--- src/sv/cfa_pkg.sv ---
// shared constants and register index codes for the class fraction aggregator
// no dependencies
package cfa_pkg;

    localparam int DATA_W       = 16;
    localparam int RATIO_CFG_W  = 7;
    localparam int COLS_CFG_W   = 13;
    localparam int ROWS_W       = 16;
    localparam int FRAC_W       = 16;
    localparam int CFG_IDX_W    = 3;
    localparam int QUEUE_DEPTH  = 2;
    localparam int DEF_MAX_COLS  = 4096;
    localparam int DEF_MAX_RATIO = 64;

    localparam logic [DATA_W-1:0] NODATA_RESET = 16'hD8F1;

    typedef enum logic [CFG_IDX_W-1:0] {
        CFG_RATIO  = 3'd0,
        CFG_CLASS  = 3'd1,
        CFG_NODATA = 3'd2,
        CFG_COLS   = 3'd3,
        CFG_ROWS   = 3'd4
    } cfg_idx_t;

endpackage

--- src/sv/cfa_back.sv ---
// back part: bit-serial Q1.15 divide of match count by valid count and output register
// depends on cfa_pkg
module cfa_back #(
    parameter int CW = 12,
    parameter int NW = 13
) (
    input  logic                       clk,
    input  logic                       rst_n,
    input  logic                       q_not_empty,
    output logic                       q_pop,
    input  logic [NW-1:0]              q_match,
    input  logic [NW-1:0]              q_valid_cnt,
    input  logic [cfa_pkg::ROWS_W-1:0] q_row,
    input  logic [CW-1:0]              q_col,
    input  logic                       q_last,
    output logic                       out_valid,
    input  logic                       out_ready,
    output logic [cfa_pkg::FRAC_W-1:0] fraction,
    output logic                       no_data,
    output logic [cfa_pkg::ROWS_W-1:0] out_row,
    output logic [CW-1:0]              out_col,
    output logic                       last
);
    import cfa_pkg::*;

    localparam int SW = $clog2(FRAC_W);

    typedef enum logic [2:0] {
        B_IDLE = 3'b001,
        B_DIV  = 3'b010,
        B_OUT  = 3'b100
    } back_state_t;

    back_state_t state_reg;

    logic [NW-1:0]     rem_reg, dvs_reg;
    logic [FRAC_W-1:0] bits_reg, quo_reg;
    logic [SW-1:0]     cnt_reg;
    logic              nd_reg, last_reg;
    logic [ROWS_W-1:0] row_reg;
    logic [CW-1:0]     col_reg;
    logic [NW:0]       trial, trial_sub;
    logic              fits;

    assign q_pop     = (state_reg == B_IDLE) && q_not_empty;
    assign trial     = {rem_reg, bits_reg[FRAC_W-1]};
    assign fits      = trial >= {1'b0, dvs_reg};
    assign trial_sub = trial - {1'b0, dvs_reg};

    assign out_valid = state_reg == B_OUT;
    assign fraction  = quo_reg;
    assign no_data   = nd_reg;
    assign out_row   = row_reg;
    assign out_col   = col_reg;
    assign last      = last_reg;

    always_ff @(posedge clk)
    begin
        if (q_pop)
        begin
            row_reg  <= q_row;
            col_reg  <= q_col;
            last_reg <= q_last;
            nd_reg   <= q_valid_cnt == '0;
            dvs_reg  <= q_valid_cnt;
            // match <= valid, so the top part of match << 15 is already below the divisor
            rem_reg  <= q_match >> 1;
            bits_reg <= {q_match[0], {(FRAC_W-1){1'b0}}};
            quo_reg  <= '0;
            cnt_reg  <= '0;
        end
        else if (state_reg == B_DIV)
        begin
            rem_reg  <= fits ? trial_sub[NW-1:0] : trial[NW-1:0];
            quo_reg  <= {quo_reg[FRAC_W-2:0], fits};
            bits_reg <= bits_reg << 1;
            cnt_reg  <= cnt_reg + 1'b1;
        end
    end

    always_ff @(posedge clk or negedge rst_n)
    begin
        if (!rst_n)
        begin
            state_reg <= B_IDLE;
        end
        else
        begin
            case (state_reg)
                B_IDLE:
                begin
                    if (q_not_empty)
                    begin
                        state_reg <= (q_valid_cnt == '0) ? B_OUT : B_DIV;
                    end
                end
                B_DIV:
                begin
                    if (cnt_reg == SW'(FRAC_W - 1))
                    begin
                        state_reg <= B_OUT;
                    end
                end
                B_OUT:
                begin
                    if (out_ready)
                    begin
                        state_reg <= B_IDLE;
                    end
                end
                default: state_reg <= B_IDLE;
            endcase
        end
    end

endmodule
--- config.mk ---
export PLATFORM = sky130hd
export DESIGN_NAME = cfa_back
export DESIGN_NICKNAME = d
export VERILOG_FILES = /design/src/sv/cfa_pkg.sv /design/src/sv/cfa_back.sv
export SDC_FILE = /design/constraint.sdc
export NUM_CORES = 1
export LEC_CHECK = 0
export ABC_AREA = 1
export BUFFER_PORTS_ARGS = -buffer_cell sky130_fd_sc_hd__buf_2
export CAP_MARGIN = 15
export CORE_ASPECT_RATIO = 1.4
export CORE_UTILIZATION = 56
export DETAILED_ROUTE_END_ITERATION = 8
export PLACE_DENSITY = 0.81
export SETUP_SLACK_MARGIN = 0.3
export SYNTH_ARGS = -nofsm -noshare
export SYNTH_HDL_FRONTEND = slang
export SYNTH_SLANG_ARGS = --single-unit
--- constraint.sdc ---
create_clock -name clk -period 6.15 [get_ports clk]
set_input_delay 1.23 -clock clk [delete_from_list [all_inputs] [get_ports clk]]
set_output_delay 1.23 -clock clk [all_outputs]
set_load 0.01 [all_outputs]
Yosys cells after proc, flatten, opt, wreduce, memory -nomap -nowiden
Index checks and enable logic that the tools add are counted.
Word-level totals
  output and inout bits: 48
  logic and storage cells: 35
  flip-flop bits (word level): 80
  bits of input ports: 59
Cells by class
  muxes and demuxes: 10
  add/subtract/negate cells: 2
  reduce and logical (&&, ||, !) cells: 4
  equal/unequal tests: 7
  $lt $le $gt $ge: 1
Operator list (count)
  $mux W16: 2
  $mux W12: 2
  $ge A14 B13 Y1: 1
  $logic_not A13 Y1: 1
  $mux W13: 1
  $sub A13 B13 Y13: 1
  $mux W3: 4
  $pmux W3 S3: 1
  $add A4 B1 Y4 const B: 1
  $eq A4 B4 Y1 const B: 1
  $ne A2 B1 Y1 const B: 2
  $eq A3 B1 Y1 const B: 1
  $eq A3 B2 Y1 const B: 1
  $eq A3 B3 Y1 const B: 1
  $reduce_and A3 Y1: 1
  $ne A2 B2 Y1 const B: 1
  $reduce_bool A2 Y1: 1
  $logic_and A1 B1 Y1: 1

Depth between registers and ports, before layout
Gate-level depths: netlist (run 1).
  word-level depth: 4
  mapped depth: 13
  gate-level depth less buffers: 12

Worst setup path after synthesis (run 1)
No wires, ideal clock.
  kind: input -> output
  from: input q_not_empty
  to: output q_pop
  path slack: 2766 ps
  data required time: 4920 ps
  buffers on the path: 1
  arrival: 2154 ps
  cell stages on the path: 3
  cell sequence: inv_1 > nor2_4 > buf_2
On the way
  longest elaborated chain between the ends: 1
RTL lines
  start, declared: RTL line cfa_back.sv:9  | input logic q_not_empty,
  $logic_and A1 B1 Y1: RTL line cfa_back.sv:45  | assign q_pop = (state_reg == B_IDLE) && q_not_empty;
  end, declared: RTL line cfa_back.sv:10  | output logic q_pop,
Every way passes these cells.

Worst setup path after layout (run 1)
Same ends and word-level chain as after synthesis.

==> run metrics, run 1 <==
count leader, synth nand2_1; Worst Hold Class flip-flop to flip-flop; Vias 3165; Final Hold Fails 0; PwrDens 506.9 mW/mm^2; Max IR drop VDD 0.2717 mV; Setup WS pre-CTS 2.875 ns; Final Slew Violations 0; Post-Synthesis Cells 411; max-capacitance violation count 0; GRT Util Overall 24.02%; CORE AREA 0.006656 mm^2; Sequential Area 0.002178 mm^2; Die Y 100.7 um; worst-skew pair later-pin latency 0.35 ns; Post-CTS Hold Buffers 0; status finished clean; Crit path required time 4.92 ns; I/O Pins 107; Die X 72.53 um; Avg Cell Area, Syn 9.489 um^2; area leader, netlist edfxtp_1; # resized after CTS 0; vias in the first global route 3096; GR Overflow Total 0; Tmin final 3.249 ns; Final Non-Filler Cells 617; DP HPWL 6036 um; Leak 2.258 nW; share of cells above drive strength 1 29.14%; Max-slew headroom 47.26%; CTS Buffer Depth 2; Final Cycle Share 52.83%; root buf cell clkbuf_8; Cell variety after synth 37; multi-input logic area 0.001353 mm^2; Power, Total 2.381 mW; RSZ-0062 raised after global routing false; initial antenna violation count 0; Slowest-stage cell, CP nor2_4; sequential-to-total area share from yosys stat 55.85%; crit path DAT 2.02 ns; DR DRC count 0; Worst-Margin Slew 0.7889 ns; largest net degree at the start of global routing 43; die area 0.007307 mm^2; Starting Density 58.59%; ys flop type edfxtp_1; number of synthesized flops with an enable pin 56; Post-DRT Antenna Nets 0; top cells by area, synth edfxtp_1, dfxtp_1, nand2_1, inv_1, ha_1; Ant. Diodes 0; Critical Path Fanout Max 19; Synth async-reset ratio 3.750%; CTS Sinks 80; mapped cell area 0.003900 mm^2; CP peak stage delay 0.41 ns; Layout Utilization 70.56%; Worst-path clk slew 0.08 ns; Synth top area share 43.12%; Mapped Nets 485; Inserted Clock Buffers 9; first-pass GRT wire length 13140 um; Row Count 35; Final nets 594; number of synthesis warnings 0; CP Launch Type primary input; Final WS setup 2.901 ns; number of H-tree levels 3; first drt pass iteration count 4; commonest cells in the netlist nand2_1, inv_1, edfxtp_1, nand3_1, dfxtp_1; Vias/cell 5.130; Fillers 534; Final setup viols 0; flops & latches, synth 80; Avg WL per Cell 13.43 um; CTS tree built; PortBufs 106; Cell Chain, Critical Path buf_2, inv_1, nor2_4, buf_2; crit end category output port; placed cell count 601; TNS Setup 0 ns; Routability Congestion 0.8678; final wirelength 8287 um; critical path's most frequent cell buf_2; Area Growth Syn to Fin 20.44%; worst setup path class primary input to output port; DR iter-0 viols 132; FMAX 307.8 MHz; worst-case clock skew 0.01082 ns; setup bufs post-CTS 0
[power by group]
| group | switching [mW] | total, mW | internal (mW) |
|---|---|---|---|
| Sequential | 0.0593 | 0.843 | 0.784 |
| Combinational | 0.726 | 1.13 | 0.402 |
| Clock | 0.194 | 0.409 | 0.215 |
| Total | 0.979 | 2.38 | 1.40 |
[layout make-up]
type	instances	share of cell area (%)
Timing Repair Buffer	107	11.45
Multi-Input combinational cell	243	28.80
Tap cell	92	2.451
Sequential cell	80	46.38
Inverter	79	6.313
Clock inverter	5	1.359
Clock buffer	11	3.250
[layout by cell type (no fill, tap or decap), types with 2 or more instances in the layout]
cell type	count
clkbuf_8	9
o21ai_0	5
nand3_1	29
buf_2	106
nand4_1	6
nand2_2	5
edfxtp_1	56
nor2_1	11
nor3_2	2
inv_2	8
inv_1	71
nand2_1	107
xor2_1	2
o22ai_1	13
clkinv_4	2
a21oi_1	9
nor3_1	5
xnor2_1	5
nand3b_1	11
ha_1	14
nand3_2	5
dfxtp_1	21
nor2_2	5
dfrtp_1	2
[layer usage]
layer | track usage [%] | vias to the layer above | wire length [um]
met5 | 0 | - | 0
met4 | 12.52 | 0 | 235
met3 | 8.000 | 21 | 554
met2 | 44.43 | 108 | 4532
met1 | 23.02 | 1478 | 2964
li1 | - | 1558 | -
[final timing paths]
kind                                      startpoint                        end  slack, ns  cells after the start
setup / recovery                         q_not_empty                      q_pop       2.90                      4
max in group asynchronous                      rst_n   state_reg[0]$_DFFE_PN1P_       5.29                      1
min in group asynchronous                      rst_n   state_reg[2]$_DFFE_PN0P_       0.67                      1
setup reg to reg            state_reg[2]$_DFFE_PN0P_       rem_reg[2]$_DFFE_PP_       3.78                      5
hold / removal             fraction[15]$_SDFFE_PP0P_  fraction[15]$_SDFFE_PP0P_       0.47                      2
hold reg to reg            fraction[15]$_SDFFE_PP0P_  fraction[15]$_SDFFE_PP0P_       0.47                      2
[worst max-delay path: cells and delay by family]
family | cells | cell delay (ns)
and+or+nand+nor | 1 | 0.41
buffers and inverters | 3 | 0.37
[cell families after synthesis]
logic type,synth area share (%)
AND/OR/NAND/NOR,23.90
buffers and inverters,9.464
flip-flops,55.86
AO/OA/AOI/OAI,4.203
adder cells (fa/ha/maj),5.005
XOR/XNOR,1.572
[metrics by stage]
stage	area [um^2]	hold WS, ns
final	4697	0.4665
after floorplan	3900	0.4430
after CTS	4697	0.4712
after global routing	4697	0.5061
after global placement	4481	0.4482
after detailed placement	4481	0.4586
Note: power is estimated with default switching activity, not from simulation.
==> inputs of run 2 (changes only) <==
--- a/config.mk
+++ b/config.mk
@@ -9,9 +9,9 @@
 export BUFFER_PORTS_ARGS = -buffer_cell sky130_fd_sc_hd__buf_2
 export CAP_MARGIN = 15
 export CORE_ASPECT_RATIO = 1.4
-export CORE_UTILIZATION = 56
+export CORE_UTILIZATION = 47
 export DETAILED_ROUTE_END_ITERATION = 8
-export PLACE_DENSITY = 0.81
+export PLACE_DENSITY = 0.72
 export SETUP_SLACK_MARGIN = 0.3
 export SYNTH_ARGS = -nofsm -noshare
 export SYNTH_HDL_FRONTEND = slang
==> constraint.sdc (replaced) <==
create_clock -name clk -period 2.8 [get_ports clk]
set_input_delay 0.56 -clock clk [delete_from_list [all_inputs] [get_ports clk]]
set_output_delay 0.56 -clock clk [all_outputs]
set_load 0.01 [all_outputs]
==> run 2 against run 1 <==
  * Sequential share of layout area decreased by 0.31 points
  * First-iteration DRC count shrank 9.1%
  * Setup slack lost 2.4 ns
  * Die area is 19% higher
  * Clock skew shrank 0.0026 ns
  * Worst hold slack worse by 0.084 ns
  * Combinational power up 120%
  * Routed wire length is 2.8% higher
  * Critical path type is now flip-flop to flip-flop
  * Largest cell class unchanged
  * Largest power group unchanged
==> run metrics, run 2 (synthesis gave the netlist of run 1 again) <==
status finished clean (unchanged); Placed Area 0.004506 mm^2 (was 0.004481 mm^2); Layout Utilization 59.91% (was 70.56%); Critical Path Fanout Max 13 (was 19); met2 GRT Util 37.38% (was 44.43%); Final Hold Fails 0 (unchanged); Final WS setup 0.5125 ns (was 2.901 ns); Power, Total 5.237 mW (was 2.381 mW); Die X 78.99 um (was 72.53 um); most frequent cells in the layout nand2_1, buf_2, inv_1 (unchanged); vias in the first global route 3150 (was 3096); FMAX 437.2 MHz; RSZ-0062 raised after global routing false (unchanged); Ant. Diodes 0 (unchanged); number of H-tree levels 3 (unchanged); CTS tree built (unchanged); CORE AREA 0.007893 mm^2 (was 0.006656 mm^2); Final Slew Violations 0 (unchanged); DR DRC count 0 (unchanged); Fillers 724 (was 534); crit end category flip-flop (was output port); GRT busiest layer met2 (unchanged); worst setup path class flip-flop to flip-flop (was primary input to output port); TNS Setup 0 ns (unchanged); share of cells above drive strength 1 29.17% (was 29.14%); Final setup viols 0 (unchanged); Vias 3091 (was 3165); Worst-path clk slew 0.08 ns (about the same); worst-skew pair later-pin latency 0.35 ns (about the same); Final Non-Filler Cells 628 (was 617); met1 Use GR 21.58% (was 23.02%); Row Count 38 (was 35); DP HPWL 6362 um (was 6036 um); Worst Hold Class primary input to flip-flop (was flip-flop to flip-flop); Final Cycle Share 81.70%; Starting Density 49.41% (was 58.59%); Vias/cell 4.922 (was 5.130); PwrDens 1108 mW/mm^2 (was 506.9 mW/mm^2); GR Overflow Total 0 (unchanged); placed cell count 611 (was 601); max-capacitance violation count 0 (unchanged); first-pass GRT wire length 13730 um (was 13140 um); initial antenna violation count 0 (unchanged); largest net degree at the start of global routing 39 (was 43); Setup WS pre-CTS 0.5135 ns (was 2.875 ns); GRT Util Overall 21.04% (was 24.02%); CTS Buffer Depth 2 (unchanged); CP Launch Type flip-flop (was primary input); hold_ws 0.3828 ns (was 0.4665 ns); worst-case clock skew 0.008239 ns (was 0.01082 ns); Max IR drop VDD 0.6573 mV (was 0.2717 mV); Routability Congestion 0.8653 (was 0.8678); setup bufs post-CTS 0 (unchanged); final wirelength 8519 um (was 8287 um); Area Growth Syn to Fin 21.24% (was 20.44%); CTS Sinks 80 (unchanged); Max-slew headroom 56.87% (was 47.26%); Leak 2.274 nW (was 2.258 nW); Die Y 109.8 um (was 100.7 um); I/O Pins 107 (unchanged); GR Util met3 7.884% (was 8.000%); Worst-Margin Slew 0.6463 ns (was 0.7889 ns); die area 0.008671 mm^2 (was 0.007307 mm^2); Post-DRT Antenna Nets 0 (unchanged); Inserted Clock Buffers 9 (unchanged); Avg WL per Cell 13.57 um (was 13.43 um); crit path DAT 2.40 ns (was 2.02 ns); DR iter-0 viols 120 (was 132); PortBufs 106 (unchanged); design area 0.004728 mm^2 (was 0.004697 mm^2); commonest non-fill, non-tap cell in the layout nand2_1 (unchanged); Tmin final 2.288 ns; Final nets 597 (was 594); root buf cell clkbuf_8 (unchanged); first drt pass iteration count 4 (unchanged); Crit path required time 2.91 ns (was 4.92 ns)
## run 2: area by class of cell
cell class | count | area [um^2] | area share [%]
Timing Repair Buffer | 110 | 563.0 | 11.91
Tap cell | 100 | 125.1 | 2.646
Sequential cell | 80 | 2178 | 46.07
Inverter | 79 | 296.5 | 6.271
Multi-Input combinational cell | 243 | 1353 | 28.61
Clock buffer | 14 | 195.2 | 4.128
Clock inverter | 2 | 17.52 | 0.3705
## run 2: layer usage
metal	wire length (um)	up-vias
met5	0	-
met4	249	0
met3	686	15
met2	4373	103
met1	3209	1407
li1	-	1566
## run 2: final timing paths
| path | endpoint | cells past startpoint | start | slack [ns] |
|---|---|---|---|---|
| min in group asynchronous | state_reg[2]$_DFFE_PN0P_ | 2 | rst_n | 0.53 |
| max reg2reg | rem_reg[10]$_DFFE_PP_ | 11 | rem_reg[8]$_DFFE_PP_ | 0.51 |
| max | rem_reg[10]$_DFFE_PP_ | 11 | rem_reg[8]$_DFFE_PP_ | 0.51 |
| min | out_col[4]$_DFFE_PP_ | 1 | q_col[4] | 0.38 |
| min reg2reg | fraction[15]$_SDFFE_PP0P_ | 2 | fraction[15]$_SDFFE_PP0P_ | 0.47 |
| max in group asynchronous | state_reg[0]$_DFFE_PN1P_ | 2 | rst_n | 2.07 |
## run 2: what timing repair did
action,4_1_cts,5_1_grt
hold buffers,1,0
hold endpoints to repair,2,0
resized for setup,0,0
## run 2: worst max-delay path: stages, from the launching register on
cell,delay (ns)
edfxtp_1,0.40
ha_1,0.38
nand2_1,0.09
nand2_1,0.09
inv_2,0.06
nand2_2,0.06
nand2_1,0.05
nand2_1,0.06
nor2_2,0.52
nand3b_1,0.15
nand3_1,0.13
nand2_1,0.05
## run 2: where the power goes
part | internal (mW) | total, mW | switching (mW)
logic | 0.898 | 2.51 | 1.62
registers | 1.72 | 1.85 | 0.128
clock network | 0.459 | 0.873 | 0.414
total | 3.08 | 5.24 | 2.16
