==> config.mk <==
export PLATFORM = sky130hd
export DESIGN_NAME = cfa_fifo
export DESIGN_NICKNAME = d
export VERILOG_FILES = /design/src/sv/cfa_pkg.sv /design/src/sv/cfa_fifo.sv
export SDC_FILE = /design/constraint.sdc
export NUM_CORES = 1
export LEC_CHECK = 0
export BUFFER_PORTS_ARGS = -buffer_cell sky130_fd_sc_hd__buf_2
export CORE_MARGIN = 3
export CORE_UTILIZATION = 44
export CTS_BUF_LIST = sky130_fd_sc_hd__clkbuf_16
export CTS_CLUSTER_SIZE = 25
export DETAILED_ROUTE_END_ITERATION = 6
export GPL_TIMING_DRIVEN = 0
export PLACE_DENSITY = 0.79
export SETUP_SLACK_MARGIN = 0.3
export SYNTH_ARGS = -nofsm -noshare
export SYNTH_HDL_FRONTEND = slang
export SYNTH_SLANG_ARGS = --single-unit
==> constraint.sdc <==
create_clock -name clk -period 1.29 [get_ports clk]
set_input_delay 0.1935 -clock clk [delete_from_list [all_inputs] [get_ports clk]]
set_output_delay 0.1935 -clock clk [all_outputs]
set_load 0.05 [all_outputs]
==> src/sv/cfa_pkg.sv <==
// shared constants and register index codes for the class fraction aggregator
// no dependencies
package cfa_pkg;

    localparam int DATA_W       = 16;
    localparam int RATIO_CFG_W  = 7;
    localparam int COLS_CFG_W   = 13;
    localparam int ROWS_W       = 16;
    localparam int FRAC_W       = 16;
    localparam int CFG_IDX_W    = 3;
    localparam int QUEUE_DEPTH  = 2;
    localparam int DEF_MAX_COLS  = 4096;
    localparam int DEF_MAX_RATIO = 64;

    localparam logic [DATA_W-1:0] NODATA_RESET = 16'hD8F1;

    typedef enum logic [CFG_IDX_W-1:0] {
        CFG_RATIO  = 3'd0,
        CFG_CLASS  = 3'd1,
        CFG_NODATA = 3'd2,
        CFG_COLS   = 3'd3,
        CFG_ROWS   = 3'd4
    } cfg_idx_t;

endpackage

==> src/sv/cfa_fifo.sv <==
// short queue between the front and the back part
// depends on cfa_pkg for the depth
module cfa_fifo #(
    parameter int WIDTH = 8
) (
    input  logic             clk,
    input  logic             rst_n,
    input  logic             push,
    input  logic [WIDTH-1:0] push_data,
    output logic             not_full,
    input  logic             pop,
    output logic             not_empty,
    output logic [WIDTH-1:0] pop_data
);
    import cfa_pkg::*;

    localparam int AW = (QUEUE_DEPTH > 1) ? $clog2(QUEUE_DEPTH) : 1;
    localparam int CNTW = $clog2(QUEUE_DEPTH + 1);

    logic [WIDTH-1:0] slot_reg [QUEUE_DEPTH];
    logic [AW-1:0]    wr_ptr_reg, rd_ptr_reg;
    logic [CNTW-1:0]  count_reg;
    logic             do_push, do_pop;

    assign not_full  = count_reg != CNTW'(QUEUE_DEPTH);
    assign not_empty = count_reg != '0;
    assign do_push   = push && not_full;
    assign do_pop    = pop && not_empty;
    assign pop_data  = slot_reg[rd_ptr_reg];

    always_ff @(posedge clk)
    begin
        if (do_push)
        begin
            slot_reg[wr_ptr_reg] <= push_data;
        end
    end

    always_ff @(posedge clk or negedge rst_n)
    begin
        if (!rst_n)
        begin
            wr_ptr_reg <= '0;
            rd_ptr_reg <= '0;
            count_reg  <= '0;
        end
        else
        begin
            if (do_push)
            begin
                wr_ptr_reg <= (wr_ptr_reg == AW'(QUEUE_DEPTH - 1)) ? '0 : wr_ptr_reg + 1'b1;
            end
            if (do_pop)
            begin
                rd_ptr_reg <= (rd_ptr_reg == AW'(QUEUE_DEPTH - 1)) ? '0 : rd_ptr_reg + 1'b1;
            end
            if (do_push && !do_pop)
            begin
                count_reg <= count_reg + 1'b1;
            end
            else if (do_pop && !do_push)
            begin
                count_reg <= count_reg - 1'b1;
            end
        end
    end

endmodule

* Word level (Yosys, flattened, before mapping) *
Memory sizes are Yosys's and may differ from the RTL's.
Index checks and enable logic that the tools add are counted.

storage, ports and cells
  output and inout port bits = 10
  memories = 1
  register bits = 4
  memory bits (writable) = 16
  input bits = 12

memory list
  name      words  width  rd ports  clocked after Yosys merged registers in  wr ports  line            text
  slot_reg  2      8      1         0                                        1         cfa_fifo.sv:20  logic [WIDTH-1:0] slot_reg [QUEUE_DEPTH];

operators by class
  mux-type cells = 6
  add/subtract/negate cells = 4
  reduce and logical (&&, ||, !) cells = 8
  eq/ne operators = 1

operator list
  kind                 count
  $logic_and 1x1->1    4
  $mux 1               4
  $mux 2               2
  $reduce_bool 2->1    2
  $add 1x1->1 const B  2
  $add 2x1->2 const B  1
  $logic_not 1->1      2
  $ne 2x2->1 const B   1
  $sub 2x1->2 const B  1

* Logic depth before layout (Yosys ltp) *
Gate-level depths: netlist of the first run.

  depth after elaboration = 6
  mapped depth = 7

* Worst setup path before layout of the first run *
OpenSTA, ideal clock, no wires.

  path type = reg-to-reg
  from = register count_reg[0]
  to = memory slot_reg[0][0], enable pin
  required time = 0.920 ns
  period minus slack after synthesis = 1.501 ns
  path slack = -0.211 ns
  stages on the path, launching flop included = 4
  buffers on the path = 0
  arrival = 1.131 ns
  cell sequence = dfrtp_1 > nand2b_4 > nand2_1 > nor2_1

on the way
  cells in the longest elaborated chain, start to end = 4

ends and longest elaborated chain
  element                       line            text
  from (decl)                   cfa_fifo.sv:22  logic [CNTW-1:0] count_reg;
  from (signal assigned)        cfa_fifo.sv:59  count_reg <= count_reg + 1'b1;
  from (signal assigned)        cfa_fifo.sv:63  count_reg <= count_reg - 1'b1;
  $ne 2x2->1                    cfa_fifo.sv:25  assign not_full = count_reg != CNTW'(QUEUE_DEPTH);
  net not_full                  cfa_fifo.sv:10  output logic not_full,
  $logic_and 1x1->1             cfa_fifo.sv:27  assign do_push = push && not_full;
  $mux 1                        cfa_fifo.sv:33  if (do_push)
  $mux 1 (not written as such)  cfa_fifo.sv:35  slot_reg[wr_ptr_reg] <= push_data;
  to (decl)                     cfa_fifo.sv:20

The timed path passes the listed nets, and every way through them passes these cells.

* Worst setup path in the final report of the first run *
  from = register rd_ptr_reg
  to = output pop_data[2]

on the way
  cells in the longest elaborated chain, start to end = 1

ends and longest elaborated chain
  element                 line            text
  from (decl)             cfa_fifo.sv:21  logic [AW-1:0] wr_ptr_reg, rd_ptr_reg;
  from (signal assigned)  cfa_fifo.sv:55  rd_ptr_reg <= (rd_ptr_reg == AW'(QUEUE_DEPTH - 1)) ? '0 : rd_ptr_reg + 1'b1;
  $mem_v2 2x8             n/a
  to (decl)               cfa_fifo.sv:13  output logic [WIDTH-1:0] pop_data

No other way between the ends.

==> results of run 1 <==
[power by group through the flow]
stage | combinational, mW | clock (mW) | sequential (mW)
global placement | 1.38 | 0 | 1.01
global route | 1.93 | 0.651 | 1.01
CTS | 1.77 | 0.625 | 0.998
floorplan | 1.18 | 0 | 0.998
finish | 1.83 | 0.621 | 1.00
detailed placement | 1.40 | 0 | 1.02
[metal layers]
metal  vias up  GRT usage, %
met5         -             0
met4         0         4.839
met3         2         3.321
met2        16         22.92
met1       229         13.33
li1        217             -
[cells in the mapped netlist]
master / instances / area share (%)
sky130_fd_sc_hd__edfxtp_1: 16 / 61
sky130_fd_sc_hd__and3_1: 1 / 0.80
sky130_fd_sc_hd__inv_1: 1 / 0.48
sky130_fd_sc_hd__xor2_1: 2 / 2.2
sky130_fd_sc_hd__ha_1: 1 / 1.6
sky130_fd_sc_hd__mux2_2: 8 / 11
sky130_fd_sc_hd__nand2b_4: 1 / 1.7
sky130_fd_sc_hd__or2_4: 1 / 1.1
sky130_fd_sc_hd__xnor2_1: 3 / 3.3
sky130_fd_sc_hd__dfrtp_1: 4 / 13
sky130_fd_sc_hd__nor2_1: 2 / 0.95
sky130_fd_sc_hd__nand2_1: 1 / 0.48
sky130_fd_sc_hd__nand2_4: 1 / 1.4
sky130_fd_sc_hd__buf_2: 1 / 0.64
[worst max-delay path, cell delays in order, from the launching register on]
cell and delay (ps):
sky130_fd_sc_hd__dfrtp_1 370, sky130_fd_sc_hd__buf_6 150, sky130_fd_sc_hd__mux2_4 310, sky130_fd_sc_hd__buf_6 150
[cell type report]
cell class              instances  area share [%]
flip-flops and latches         20           48.13
multi-input cells              21           22.82
repair buffers                 27           18.78
clock buffers                   3           6.224
well taps                      24           2.490
plain buffers                   1          0.9336
clock inverters                 1          0.3112
inverters                       1          0.3112
[through the flow]
step / util [%] / hold slack (ps) / setup slack [ps]
floorplan: - / -102.1 / -115.8
global placement: 61.93 / 5.826 / -60.15
detailed placement: 61.93 / 6.766 / -92.22
CTS: 74.49 / 132.8 / -143.9
global route: 75.67 / 132.0 / -167.9
finish: 75.67 / 132.0 / -139.5
[kinds of logic after synthesis]
group,after synthesis,synth area share [%]
simple gates,7,6.518
flops,20,73.77
fa+ha+maj,1,1.590
xor+xnor,5,5.565
mux,8,11.45
buf+inv,2,1.112
[what timing repair did]
item,4_1_cts,5_1_grt
hold endpoints to repair,4,0
pin swaps,4,0
setup buffers,5,0
setup endpoints to repair,28,29
resized for setup,23,3
hold buffers,1,0
cloned,0,0
[final timing paths]
check	end	slack, ps	cells past startpoint
setup / recovery	pop_data[2]	-140	3
hold / removal	slot_reg[1][5]$_DFFE_PP_	130	1
setup reg to reg	count_reg[1]$_DFFE_PN0P_	-50	6
hold reg to reg	wr_ptr_reg$_DFFE_PN0P_	550	1
max in group asynchronous	count_reg[1]$_DFFE_PN0P_	880	2
min in group asynchronous	wr_ptr_reg$_DFFE_PN0P_	290	2
==> summary.md, run 1 <==
The tools report the critical register-to-register path startpoint as count_reg[1]$_DFFE_PN0P_. The count of placed standard cells including taps was 88; the area of the core was 1594 µm². The first global-routing pass estimated 1883 µm of wire. For the number of endpoints with negative hold slack in the final report, the log shows 0. For this design the ratio of total power to cell area is 2863 nW/µm².

The flip-flop count of the largest register, all copies and words added was 16; the non-filler instance count after layout was 98. Combinational logic burns 53.0% of the power. The count of final max-slew check failures was 0. Across the VDD grid, the largest voltage drop is 0.002072 V.

Cells with a size suffix above 1 make up 64.86% of the layout. A synthesized cell averages 18.30 µm². The most frequent standard cell in the layout excluding fill and tap cells was sky130_fd_sc_hd__edfxtp_1.

Between clock sinks in the finished design, the worst skew comes to 2.454 ps. The met1 wire length is 539 µm. Detailed-routed wire length on met3: 57 µm. The top fanout value on the critical path works out to 9.

From synthesis to final layout, the design area changed by 53.26%. Power comes to 3.453 mW. For the sequential group share of total power, the log shows 29.0%. The share of the clock period used by the worst path was 110.8%; the area taken by flip-flops and latches was 580.6 µm². The worst setup margin was -139.5 ps. The share of total power dissipated in the clock network is 18.0%.

At the pin with the least slew margin, the transition time is 262.9 ps. For this run, the number of Yosys warnings is 0. Counting distinct cell types in the post-synthesis netlist gives 14. The clock-pin slew reported for the worst setup and hold paths after clock tree synthesis is 50 ps, and the net count reported at finish is 88. Synthesis produced a netlist with a net count of 56. The net switching component of the power was 1.281 mW. Cell internal power was estimated by the tool at 2.172 mW. Measured against its own limit, the worst slew margin works out to 82.43%. The final route contains 464 vias.

The number of DRC markers in iteration 0 came out at 7. The switching fraction of total power was 37.10%; the number of max-cap violations was 0. In this run, CTS created clock tree buffers numbering 3. The achievable clock frequency is 0.6995 GHz.

Clock tree synthesis selected as its root buffer the cell sky130_fd_sc_hd__clkbuf_16. Summing every instance area after synthesis gives 787.0 µm². The clock reaches the later pin of the worst-skew pair after 250 ps.

TritonCTS built the clock tree. The logs give 0 for the total overflow reported by the global router and 4 for the detailed-routing iteration count for the pre-antenna-repair pass. The run gives 0 as the antenna violation net count after detailed routing. Capturing element type of the critical path: an output port. The startpoint identified for the worst hold timing path is push_data[5]. The highest metal layer carrying signal wires in the routed design is met4. Summed over all layers, the routed wires come to 1389 µm. The number of failing setup endpoints in the final timing report came out at 9.

Once layout is done, the placed cells without fillers occupy 1206 µm². The path class of the lowest-slack min-delay path is input port to flop. The die covers 2332 µm². For this design the static power due to leakage is 0.5151 nW. The average detailed-routed wire length per instance works out to 14.17 µm. Summed over all nets, wire length on met2 after detailed routing comes to 776 µm.

The run gives 1 as the maximum level of the CTS H-tree. For the setup TNS, the log shows -1123 ps. STA puts the critical path data required time at 1100 ps. In the synthesized netlist, the number of instances is 43. The x dimension of the die was 48.29 µm; the number of fillers in the final layout was 104.

The logs give 0 for the initial antenna violation count and 22 for the number of top-level pins. Entering global routing, the biggest net connects 12 pins. Area of placed instances: 987.2 µm².

In the routed layout, each cell is associated on average with a via count of 4.735. After detailed routing, the number of remaining DRC violations is 0. The count of buffers from port buffering works out to 21. The via count of the first global-routing pass came out at 444. The type of element launching the critical path is a flop. The global routing usage summed across all routing layers was 12.45%. The minimum period implied by the final worst setup slack came out at 1430 ps.

The flow ran to the end, but the final reports show violations. Sequential elements use 73.77% of the synthesized area. The logs give 1240 ps for the arrival time of data at the critical path endpoint and 20 for the total number of clock tree sinks. The checks that failed: negative setup slack.

For this configuration, the core starts out at a cell density of 49.37%. The run gives 275.3 µm² as the combined area of the multi-input logic cells. The number of diodes was 0. The placer congestion estimate is 0.6638. The floorplan has 14 rows. The vertical die dimension is 48.29 µm, and the maximum number of buffers from clock root to sink is 2. Setup repair after global routing could not meet its margin everywhere. The critical path is of the flop to output port type. In the layout the commonest cells are sky130_fd_sc_hd__edfxtp_1, sky130_fd_sc_hd__buf_6, sky130_fd_sc_hd__buf_2. Number of synthesized register bits: 20.

First element of the critical path: rd_ptr_reg$_DFFE_PN0P_.
Power figures use the tool's default switching activity.
==> run 2: changes to the inputs <==
Settings changed: CORE_UTILIZATION 44 to 48, PLACE_DENSITY 0.79 to 0.81, SETUP_SLACK_MARGIN 0.3 to unset.
Clock period 1.29 ns to 1.45 ns, I/O delays scaled along.
==> run 2 against run 1 <==
Net effect: the run still ends with negative setup slack left; highest routed layer unchanged; global-route usage up 2.7 points; flip-flop and latch count unchanged; clock skew down 1.4 ps; wire length up 1.9%; hold slack better by 25 ps.
==> summary.md, run 2 (synthesis gave the netlist of run 1 again) <==
The final routed DRC violation total is 0 (unchanged). Vertical die dimension: 46.49 µm (was 48.29 µm). The x dimension of the die works out to 46.49 µm (was 48.29 µm). The share of layout cells above drive strength 1 is 60.81% (was 64.86%), and the die area is 2161 µm² (was 2332 µm²). The run gives 15.20% (was 12.45%) as the global routing usage summed across all routing layers.

The logs give 22 (unchanged) for the number of top-level pins and 12 (unchanged) for the pin count of the biggest net entering global routing. The worst IR drop on VDD was 0.002105 V (was 0.002072 V). For the maximum number of buffers from clock root to sink, the log shows 2 (unchanged).

Post-synthesis to final-layout area growth: 48.81% (was 53.26%). TritonCTS built the clock tree. Setup repair after global routing could not meet its margin everywhere.

The buffers plus inverters on the worst setup path came out at 2 (unchanged). Placer congestion estimate: 0.6583 (was 0.6638). The first-pass GRT wire length is 2180 µm (was 1883 µm).

Total detailed-routing wirelength: 1416 µm (was 1389 µm). For the worst setup margin, the log shows -36.41 ps (was -139.5 ps). Critical Path, Cell by Cell: buf_6, mux2_4, buf_8 (was buf_6, mux2_4, buf_6). The number of max-cap violations was 0 (unchanged); the half-perimeter wire length of the detailed placement result was 864.3 µm. The library cell contributing the largest single delay on the critical path is sky130_fd_sc_hd__dfrtp_1 (unchanged). The type of element launching the critical path is a flop (unchanged). The most frequent standard cell in the layout excluding fill and tap cells is sky130_fd_sc_hd__edfxtp_1 (unchanged). Area of the core: 1415 µm² (was 1594 µm²). Power density of the placed cells: 2586 nW/µm² (was 2863 nW/µm²).

The slew at the pin with the worst max-slew slack is 422.5 ps (was 262.9 ps). The number of diodes is 0 (unchanged). The logs give 0 (unchanged) for the number of endpoints with negative hold slack in the final report and 7 (unchanged) for the number of DRC markers in iteration 0. Cell class contributing the biggest share of worst-path delay: flip-flops (unchanged). For the initial antenna violation count, the log shows 0 (unchanged). The total overflow reported by the global router is 0 (unchanged), and the final setup skew is 1.085 ps (was 2.454 ps).

The clock-pin slew reported for the worst setup and hold paths after clock tree synthesis was 50 ps (about the same); the count of buffers from port buffering was 21 (unchanged). The total number of clock tree sinks is 20 (unchanged), and the flip-flop count of the largest register, all copies and words added is 16 (unchanged). The average detailed-routed wire length per instance is 15.91 µm (was 14.17 µm). The setup TNS is -177.6 ps (was -1123 ps).

The run gives 240 ps (was 250 ps) as the insertion delay to the later sink of the worst-skew pair. Leakage power summed over all cells: 0.5052 nW (was 0.5151 nW). The via density per instance is 5.191 (was 4.735). The flow ran to the end, but the final reports show violations. The initial core utilization was 55.61% (was 49.37%). For the maximum level of the CTS H-tree, the log shows 1 (unchanged). Stage delay of the slowest cell on the critical path: 400 ps (was 370 ps).

Category of the most critical setup path: flop to output port (unchanged). The logs give 13 (was 14) for the number of rows in the core area and 0 (unchanged) for the count of final max-slew check failures. The worst path uses 102.5% of the clock period. The total power after layout was 3.028 mW (was 3.453 mW); the number of buffers inserted during clock tree synthesis was 3 (unchanged). The buffer cell driving the clock tree root is sky130_fd_sc_hd__clkbuf_16 (unchanged). Most used cells in the layout excluding fill and tap cells: sky130_fd_sc_hd__edfxtp_1, sky130_fd_sc_hd__buf_2, sky130_fd_sc_hd__mux2_4, sky130_fd_sc_hd__buf_8 (was sky130_fd_sc_hd__edfxtp_1, sky130_fd_sc_hd__buf_6, sky130_fd_sc_hd__buf_2).

The path class of the lowest-slack min-delay path was input port to flop (unchanged). The tools report the critical path data required time as 1230 ps (was 1100 ps). The capturing element type of the critical path is an output port (unchanged). The tools report the via count of the first global-routing pass as 473 (was 444). The number of failing setup endpoints in the final timing report came out at 8 (was 9).

The minimum period implied by the final worst setup slack was 1486 ps; the net count reported at finish was 88 (unchanged). The achievable clock frequency is 0.6728 GHz, and the number of vias in the routed layout is 462 (was 464). The run gives 2 (was 4) as the detailed-routing iteration count for the pre-antenna-repair pass. The top fanout value on the critical path is 4 (was 9), and the antenna violation net count after detailed routing is 0 (unchanged). For the arrival time of data at the critical path endpoint, the log shows 1270 ps (was 1240 ps). The headroom to the max-slew limit came out at 71.80% (was 82.43%). Violated checks: negative setup slack (unchanged).
[run 2: changes by cell type in the layout (fill, tap and decap cells not counted), moves of 2 or more]
cell / previous run / this run
sky130_fd_sc_hd__buf_6: 12 / 2
sky130_fd_sc_hd__buf_8: 1 / 8
sky130_fd_sc_hd__buf_2: 11 / 13
sky130_fd_sc_hd__xnor2_1: 1 / 3
sky130_fd_sc_hd__xnor2_2: 2 / 0
[run 2: where the power goes]
part	internal (mW)	switching (mW)
clock	0.366	0.185
combinational	0.733	0.852
sequential	0.806	0.0849
[run 2: metal layers]
| layer | share of wire [%] | global-route usage, % | vias up |
|---|---|---|---|
| li1 | - | - | 217 |
| met4 | 2.0 | 6.250 | 0 |
| met2 | 53 | 25.00 | 15 |
| met3 | 5.0 | 5.469 | 4 |
| met1 | 40 | 17.81 | 226 |
| met5 | 0 | 0 | - |
[run 2: area by class of cell]
cell class | instances | area (µm²)
Multi-Input combinational cell | 21 | 241.5
Fill cell | 73 | 244.0
Inverter | 1 | 3.754
Sequential cell | 20 | 580.6
Clock buffer | 3 | 75.07
Clock inverter | 1 | 3.754
Buffer | 1 | 11.26
Tap cell | 15 | 18.77
Timing Repair Buffer | 27 | 236.5
[run 2: repair_timing]
action                     4_1_cts  5_1_grt
gates cloned                     1        0
hold endpoints to repair         4        0
resized for setup               32        7
hold buffers                     1        0
pin swaps                        0        1
buffers inserted                 2        2
setup endpoints to repair        9        9
[run 2: path summary, 6_finish.rpt]
| check | from | to | slack (ps) | cells after the start |
|---|---|---|---|---|
| max | rd_ptr_reg$_DFFE_PN0P_ | pop_data[2] | -40 | 3 |
| min | push_data[4] | slot_reg[0][4]$_DFFE_PP_ | 160 | 1 |
| max reg2reg | count_reg[1]$_DFFE_PN0P_ | count_reg[1]$_DFFE_PN0P_ | 50 | 6 |
| min reg2reg | wr_ptr_reg$_DFFE_PN0P_ | wr_ptr_reg$_DFFE_PN0P_ | 510 | 1 |
| max in group asynchronous | rst_n | wr_ptr_reg$_DFFE_PN0P_ | 1030 | 2 |
| min in group asynchronous | rst_n | rd_ptr_reg$_DFFE_PN0P_ | 300 | 2 |
[run 2: through the flow]
stage / setup WS [ps] / hold slack, ps / area, µm² / util [%] / instances
after global placement: 39.09 / 28.87 / 915.9 / 64.72 / 79
after floorplan: 0.7686 / -78.09 / 792.0 / - / 43
after detailed placement: 38.85 / 28.03 / 915.9 / 64.72 / 79
after global routing: -50.19 / 156.9 / 1171 / 82.76 / 89
final: -36.41 / 157.1 / 1171 / 82.76 / 89
after CTS: -29.93 / 155.7 / 1132 / 80.02 / 87
